### src/hdl/bfdh_pkg.sv
// Shared types and constants for the double-hashing bloom filter.
// Used by the controller, the datapath and the top level.
package bfdh_pkg;

  localparam int unsigned MAX_BITS_DEF   = 65536;
  localparam int unsigned MAX_HASHES_DEF = 16;

  localparam int unsigned HASH_W        = 64;
  localparam int unsigned HALF_W        = 32;
  localparam int unsigned FILTER_BITS_W = 17;
  localparam int unsigned NUM_HASHES_W  = 5;
  localparam int unsigned CFG_DATA_W    = 17;
  localparam int unsigned CFG_ADDR_W    = 2;

  localparam logic [FILTER_BITS_W-1:0] FILTER_BITS_RST = FILTER_BITS_W'(65536);
  localparam logic [NUM_HASHES_W-1:0]  NUM_HASHES_RST  = NUM_HASHES_W'(4);

  // Remainder unit: dividends up to 2^64 (65 bits), a few bits per cycle
  localparam int unsigned DIV_STEP_BITS = 4;
  localparam int unsigned DIV_NBITS     =
    ((HASH_W + 1 + DIV_STEP_BITS - 1) / DIV_STEP_BITS) * DIV_STEP_BITS;
  localparam int unsigned DIV_CYCLES    = DIV_NBITS / DIV_STEP_BITS;

  typedef enum logic [CFG_ADDR_W-1:0] {
    REG_FILTER_BITS = 2'd0,
    REG_NUM_HASHES  = 2'd1
  } cfg_reg_t;

  typedef enum logic {
    FUNC_INSERT = 1'b0,
    FUNC_QUERY  = 1'b1
  } func_t;

  typedef enum logic [2:0] {
    ST_CLEAR,
    ST_IDLE,
    ST_DIV,
    ST_PROBE,
    ST_RESP
  } state_t;

  typedef struct packed {
    logic load;
    logic div_step;
    logic probe_init;
    logic probe_step;
    logic clear_step;
  } dp_cmd_t;

  typedef struct packed {
    logic div_done;
    logic probe_done;
    logic miss;
    logic clear_done;
  } dp_sts_t;

endpackage

### src/hdl/bfdh_controller.sv
// Sequencer for the bloom filter: clearing pass, remainder phase, probes, result.
// Depends on bfdh_pkg for the state, command and status types.
module bfdh_controller (
  input  logic              clk,
  input  logic              rst_n,
  input  logic              start,
  input  bfdh_pkg::dp_sts_t sts,
  output bfdh_pkg::dp_cmd_t cmd,
  output logic              busy,
  output logic              out_valid
);
  import bfdh_pkg::*;

  state_t state_r;
  state_t state_nxt;

  always_ff @(posedge clk) begin
    if (!rst_n) begin
      state_r <= ST_CLEAR;
    end else begin
      state_r <= state_nxt;
    end
  end

  always_comb begin
    state_nxt = state_r;
    cmd       = '0;
    busy      = 1'b1;
    out_valid = 1'b0;
    case (state_r)
      ST_CLEAR: begin
        cmd.clear_step = 1'b1;
        if (sts.clear_done) begin
          state_nxt = ST_IDLE;
        end
      end
      ST_IDLE: begin
        busy = 1'b0;
        if (start) begin
          cmd.load  = 1'b1;
          state_nxt = ST_DIV;
        end
      end
      ST_DIV: begin
        if (sts.div_done) begin
          cmd.probe_init = 1'b1;
          state_nxt      = ST_PROBE;
        end else begin
          cmd.div_step = 1'b1;
        end
      end
      ST_PROBE: begin
        // a miss seen on the last read ends a query early
        if (sts.miss || sts.probe_done) begin
          state_nxt = ST_RESP;
        end else begin
          cmd.probe_step = 1'b1;
        end
      end
      ST_RESP: begin
        out_valid = 1'b1;
        state_nxt = ST_IDLE;
      end
      default: begin
        state_nxt = ST_IDLE;
      end
    endcase
  end

endmodule

### config.mk
export PLATFORM = sky130hd
export DESIGN_NAME = bfdh_controller
export DESIGN_NICKNAME = d
export VERILOG_FILES = /design/src/hdl/bfdh_pkg.sv /design/src/hdl/bfdh_controller.sv
export SDC_FILE = /design/constraint.sdc
export NUM_CORES = 1
export LEC_CHECK = 0
export BUFFER_PORTS_ARGS = -buffer_cell sky130_fd_sc_hd__buf_2
export CAP_MARGIN = 15
export CORE_AREA = 2 2 39 41
export CTS_CLUSTER_DIAMETER = 50
export DETAILED_ROUTE_END_ITERATION = 12
export DIE_AREA = 0 0 41 43
export GPL_TIMING_DRIVEN = 0
export HOLD_SLACK_MARGIN = 0.08
export MAX_ROUTING_LAYER = met4
export PLACE_DENSITY = 0.46
export SYNTH_ARGS = -nofsm -noshare
export SYNTH_HDL_FRONTEND = slang
export SYNTH_SLANG_ARGS = --single-unit
### constraint.sdc
create_clock -name clk -period 1.5 [get_ports clk]
set_clock_uncertainty 0.15 [all_clocks]
set_input_delay 0 -clock clk [delete_from_list [all_inputs] [get_ports clk]]
set_output_delay 0 -clock clk [all_outputs]
set_load 0.02 [all_outputs]
; Word-level counts from Yosys, hierarchy flattened
; Index checks and enable logic that the tools add are counted.
[op_classes]
n_reduce_logical = 3
eq_ne = 8
n_mux = 15
[ops]
columns = op, count
row1 = $mux 3, 4
row2 = $pmux 3 s4, 1
row3 = $mux 1, 9
row4 = $ne 2x2->1 const B, 4
row5 = $eq 3x2->1 const B, 2
row6 = $reduce_and 4->1, 1
row7 = $eq 3x1->1 const B, 1
row8 = $eq 3x3->1 const B, 1
row9 = $logic_not 3->1, 1
row10 = $mux 2, 1
row11 = $logic_or 1x1->1, 1
[word_totals]
inputBits = 7
elab_cells = 27
output_inout_bits = 7
regBits = 3

; Logic depth before layout (Yosys ltp)
; Gate-level depths: netlist (run 1).
[logic_depth]
word_depth = 3
ltp_mapped = 4
mapped_depth_nobuf = 3

; Least setup slack after synthesis (run 1)
; No wires, ideal clock.
[synth_path]
path_kind = register -> output
from = register state_r[0]
to = output port cmd[3] in the netlist's numbering
stages_incl_launch_ff = 3
setup_slack_ns = 0.127
required_time_ns = 1.350
path_buffers = 1
arrival_ns = 1.223
cell_sequence = dfxtp_1 > buf_2 > nor4b_1
[synth_rtl]
columns = item, line_no
row1 = from (decl), bfdh_controller.sv:14  ; state_t state_r;
row2 = from (signal assigned), bfdh_controller.sv:21  ; state_r <= state_nxt;
row3 = to (decl), bfdh_controller.sv:8  ; output bfdh_pkg::dp_cmd_t cmd,

==> results of run 1 <==
worst max-delay path, stage by stage (launching register included):
cell,delay [ns]
dfxtp_1,0.30
buf_2,0.17
nor4b_1,0.31
buf_2,0.22
repair_timing:
item	4_1_cts	5_1_grt
hold buffers	6	0
endpoints found under the hold margin	3	0
gates resized for setup	0	0
layout make-up:
type / count / area [um^2]
fillers: 165 / 1000
plain buffers: 2 / 12.5
well taps: 16 / 20.0
flip-flops and latches: 3 / 60.1
inverters: 1 / 3.75
multi-input cells: 19 / 131
repair buffers: 19 / 125
clock buffers: 4 / 26.3
worst min path at each step:
| stage | end | slack [ns] | cells after the start |
|---|---|---|---|
| final | state_r[0] | 0.42 | 4 |
| after global routing | state_r[0] | 0.44 | 4 |
| after CTS | state_r[0] | 0.42 | 4 |
| after detailed placement | state_r[0] | 0.11 | 3 |
| after global placement | state_r[0] | 0.11 | 3 |
| after floorplan | cmd[3] | -0.07 | 1 |
per-layer routing:
metal | vias up | track usage
met1 | 125 | 0.0705
met3 | 0 | 0.0785
li1 | 139 | -
met4 | 0 | 0.0200
met2 | 8 | 0.141
met5 | - | -
cell usage in the layout, fill, tap and decap left out:
master,count
mux2_4,1
buf_4,1
nor4bb_1,1
nand3_1,1
and4bb_2,1
nor4b_1,1
inv_1,1
nor3b_1,1
o31ai_2,1
nand2_1,1
nor3_1,3
o211ai_1,1
a31oi_1,1
and3_1,1
dfxtp_1,3
clkbuf_4,3
nor2_1,3
dlygate4sd3_1,6
a21oi_1,2
buf_2,14
clkbuf_1,1
power by group through the flow:
stage | clock network, mW | logic (mW) | registers (mW)
after floorplan | 0 | 0.0555 | 0.0897
after global placement | 0 | 0.0826 | 0.0903
after detailed placement | 0 | 0.0828 | 0.0908
after CTS | 0.146 | 0.0951 | 0.0896
after global routing | 0.154 | 0.103 | 0.0906
final | 0.140 | 0.0940 | 0.0895
cells in the mapped netlist, drive strengths merged:
| cell type | number |
|---|---|
| a21oi | 2 |
| a31oi | 1 |
| and3 | 1 |
| and4bb | 1 |
| buf | 2 |
| dfxtp | 3 |
| inv | 1 |
| mux2 | 1 |
| nand2 | 1 |
| nand3 | 1 |
| nor2 | 3 |
| nor3 | 3 |
| nor3b | 1 |
| nor4b | 1 |
| nor4bb | 1 |
| o211ai | 1 |
| o31ai | 1 |
kinds of logic (layout without fill, tap and decap cells):
kind of cell    after synthesis  after routing  share of synthesized area
simple gates                 13             13                      0.386
compound gates                5              5                      0.175
flops                         3              3                      0.289
buf+inv                       3             26                     0.0783
mux                           1              1                     0.0723
per-stage QoR:
stage | total power, mW | hold WS (ns)
2_1_floorplan | 0.145 | -0.0674
3_3_place_gp | 0.173 | 0.114
3_5_place_dp | 0.174 | 0.112
4_1_cts | 0.331 | 0.418
5_1_grt | 0.348 | 0.443
6_report | 0.324 | 0.425
==> results.json, run 1 <==
{
  "utilization": 0.274,
  "clkLatencyLatePin_ns": 0.23,
  "dpl-instance-area_um2": 293,
  "dp_cells": 54,
  "io_buffers": 13,
  "dp_slack_ns": 0.349,
  "yosysTopAreaCell": "dfxtp_1",
  "peakVddDrop_mv": 0.334,
  "period_share": 0.929,
  "yosys_warnings": 0,
  "cts_root_buf": "clkbuf_4",
  "r2r-end": "state_r[0]",
  "cap_violations": 0,
  "power.density_mw_per_mm2": 854,
  "sw_frac_of_total": 0.287,
  "clockPowerShare": 0.433,
  "regToRegSetupSlack_ns": 0.35,
  "grt_use_total": 0.0874,
  "htreeDepth": 1,
  "io_pins": 14,
  "vias": 272,
  "via_per_inst": 4.25,
  "rsz0062_at_grt": "false",
  "stdcell_count": 64,
  "setup_viol": 0,
  "startpoint_type": "flip-flop",
  "cp-endpoint": "cmd[3]",
  "die_x_um": 41,
  "seq_area_frac_synth": 0.289,
  "period_needed_ns": 1.39,
  "largestRegisters": "state_r: 3 flops",
  "synth_cells": 25,
  "ctsLongestPathBuffers": 2,
  "largest_register_ffs": 3,
  "p_comb_frac": 0.290,
  "slew_headroom": 0.818,
  "area_growth_pct": 82.5,
  "ant_nets": 0,
  "drtPass1Iterations": 2,
  "die_h_um": 43,
  "synth_seq_cells": 3,
  "postCtsSetupBuffers": 0,
  "antenna_found_initial": 0,
  "min-delay-start": "rst_n",
  "clock_sinks": 3,
  "core_area_mm2": 0.00138,
  "fin_area_um2": 379,
  "grt_pass1_vias": 245,
  "dp_hpwl_um": 428,
  "required_ns": 1.35,
  "worst_slew_pin_slew_ns": 0.269,
  "clk_pin_slew_ns": 0.04,
  "drc": 0,
  "cp_max_fo": 10,
  "tns_ns": 0,
  "final_max_slew_viol_count": 0,
  "crit_path_end_kind": "output pin",
  "cp.arrival_ns": 1.24,
  "fin_nets": 56,
  "syn_area_per_cell_um2": 8.31,
  "power_switching_mw": 0.0928,
  "p_leak_nw": 0.172,
  "syn_nets": 32,
  "hold_viol_final": 0,
  "num_rows": 14,
  "wl_um": 601,
  "post_drt_wl_per_cell_um": 9.39,
  "hp-class": "in2reg",
  "grt-ovfl-total": 0,
  "p_seq_frac": 0.276,
  "place_congestion": 0.665,
  "top_layer_used": "met3",
  "drt_iter0_drc": 1,
  "regMostFlops": "state_r",
  "num_antenna_cells": 0,
  "setup_slack_ns": 0.107,
  "grt_start_max_net_pins": 11,
  "rr_startpoint": "state_r[1]",
  "timing.fmax_ghz": 0.718,
  "wl_met2_um": 307,
  "worstSetupPathType": "reg2out",
  "cts_tree": "done",
  "status": "complete, no violations",
  "grt_pass1_wl_um": 966,
  "route.met3.wl_um": 59,
  "start_util": 0.150,
  "synthesis.area_um2": 208,
  "crit_start": "state_r[0]",
  "drive_above_1_share": 0.438,
  "cts_buffers": 3,
  "synthTopCellsByArea": "dfxtp_1 (29%), nor3_1 (7.2%), mux2_4 (7.2%)",
  "ys_types": 18,
  "synth_top_area_share": 0.289,
  "r2r_cells": 3,
  "die-area_mm2": 0.00176,
  "wl_met1_um": 234,
  "p_int_mw": 0.231
}
No activity file was read; power rests on OpenSTA's default activity.
==> run 2: changes to the inputs <==
==> constraint.sdc (replaced) <==
create_clock -name clk -period 1.69 [get_ports clk]
set_clock_uncertainty 0.15 [all_clocks]
set_input_delay 0 -clock clk [delete_from_list [all_inputs] [get_ports clk]]
set_output_delay 0 -clock clk [all_outputs]
set_load 0.02 [all_outputs]
==> run 2 against run 1 <==
Setup slack gained 0.049 ns. Critical endpoint is now state_r[0]. Cell area is the same. Worst hold slack lost 0.34 ns. Sequential power shrank 11%. Sequential share of layout area is the same. Combinational power shrank 11%. Count of clock-buffer cells in the layout is the same.
==> results.json, run 2 (synthesis results as in run 1) <==
{
  "status": "complete, no violations",
  "num_antenna_cells": 0,
  "cts_root_buf": "clkbuf_4",
  "start_util": 0.150,
  "regMostFlops": "state_r",
  "grt_pass1_wl_um": 952,
  "p_seq_frac": 0.276,
  "crit_path_end_kind": "flip-flop",
  "hold_viol_final": 0,
  "setup_viol": 0,
  "crit_slowest_cell": "dlygate4sd3_1",
  "clkLatencyLatePin_ns": 0.23,
  "antenna_found_initial": 0,
  "via_per_inst": 4.22,
  "drc": 0,
  "sw_frac_of_total": 0.287,
  "wl_um": 603,
  "post_drt_wl_per_cell_um": 9.42,
  "peakVddDrop_mv": 0.295,
  "r2r_cells": 3,
  "io_buffers": 13,
  "startpoint_type": "input pin",
  "period_needed_ns": 1.53,
  "grt_start_max_net_pins": 11,
  "io_pins": 14,
  "power_switching_mw": 0.0827,
  "worst_slew_pin_slew_ns": 0.269,
  "die-area_mm2": 0.00176,
  "cp.arrival_ns": 1.54,
  "drive_above_1_share": 0.438,
  "grt_use_total": 0.0863,
  "stdcell_count": 64,
  "cts_tree": "done",
  "die_h_um": 43,
  "clk_pin_slew_ns": 0.04,
  "finalHoldWorstSlack_ns": 0.0888,
  "worstSetupPathType": "in2reg",
  "grt_pass1_vias": 242,
  "required_ns": 1.70,
  "p_int_mw": 0.205,
  "final_cell_mix": "buf_2 (14), dlygate4sd3_1 (6)",
  "tns_ns": 0,
  "slowest_delay_ns": 0.58,
  "hp-class": "in2reg",
  "drtPass1Iterations": 2,
  "vias": 270,
  "cts_buffers": 3,
  "ctsLongestPathBuffers": 2,
  "final_max_slew_viol_count": 0,
  "place_congestion": 0.665,
  "whs_path_depth": 3,
  "clockPowerShare": 0.434,
  "power.density_mw_per_mm2": 759,
  "dp_hpwl_um": 428,
  "grt-ovfl-total": 0,
  "cp_max_fo": 3,
  "ant_nets": 0,
  "dp_cells": 54,
  "cap_violations": 0,
  "largest_register_ffs": 3,
  "slew_headroom": 0.818,
  "clock_sinks": 3,
  "critical_path.cell_chain": "dlygate4sd3_1 > buf_2 > nor2_1 > dlygate4sd3_1 > a21oi_1 > a31oi_1",
  "fin_nets": 56,
  "final_common_cell": "buf_2",
  "total_power_mw": 0.288,
  "p_leak_nw": 0.173,
  "num_rows": 14,
  "p_comb_frac": 0.290,
  "timing.fmax_ghz": 0.652,
  "crit_top_cell": "dlygate4sd3_1",
  "htreeDepth": 1,
  "period_share": 0.908,
  "rsz0062_at_grt": "false",
  "drt_iter0_drc": 1,
  "largestRegisters": "state_r: 3 flops",
  "core_area_mm2": 0.00138,
  "area_growth_pct": 82.5,
  "die_x_um": 41
}
-- run 2: cell counts in the layout (fill, tap and decap cells not counted) --
No cell type changed its count.
-- run 2: metrics by stage --
stage	setup slack, ns	utilization	cell area, um^2
2_1_floorplan	0.317	-	208
3_3_place_gp	0.537	0.212	293
3_5_place_dp	0.539	0.212	293
4_1_cts	0.170	0.274	379
5_1_grt	0.0876	0.274	379
6_report	0.156	0.274	379
-- run 2: worst paths after layout --
| path | from | to | slack, ns |
|---|---|---|---|
| setup / recovery | sts[1] | state_r[0] | 0.16 |
| hold reg to reg | state_r[2] | state_r[0] | 0.45 |
| setup reg to reg | state_r[1] | state_r[0] | 0.54 |
| hold / removal | sts[2] | state_r[1] | 0.09 |
-- run 2: final cells by class --
type,instances,area [um^2]
clock buffer,4,26.3
timing repair buffer,19,125
fill,164,1000
sequential,3,60.1
inverter,1,3.75
tap,16,20.0
buffer,2,12.5
multi-input combinational,19,131
-- run 2: per-layer routing --
layer | share of wire | track usage | vias up
li1 | - | - | 139
met5 | 0 | - | -
met4 | 0 | 0.0200 | 0
met3 | 0.098 | 0.0785 | 0
met2 | 0.53 | 0.144 | 8
met1 | 0.37 | 0.0641 | 123
-- run 2: critical path, delay by kind of cell --
kind	cells	cell delay [ns]
compound gates	2	0.22
buf+inv	3	1.24
simple gates	1	0.08
-- run 2: repair_timing --
| item | in CTS | in global routing |
|---|---|---|
| hold buffers | 6 | 0 |
| setup buffers | 0 | 0 |
| gates resized for setup | 0 | 0 |
| hold endpoints to repair | 3 | 0 |
-- run 2: power by group through the flow --
stage	clock, mW	combinational [mW]	sequential [mW]
6_report	0.125	0.0835	0.0794
2_1_floorplan	0	0.0492	0.0796
3_3_place_gp	0	0.0733	0.0801
3_5_place_dp	0	0.0735	0.0806
5_1_grt	0.137	0.0913	0.0804
4_1_cts	0.130	0.0844	0.0795
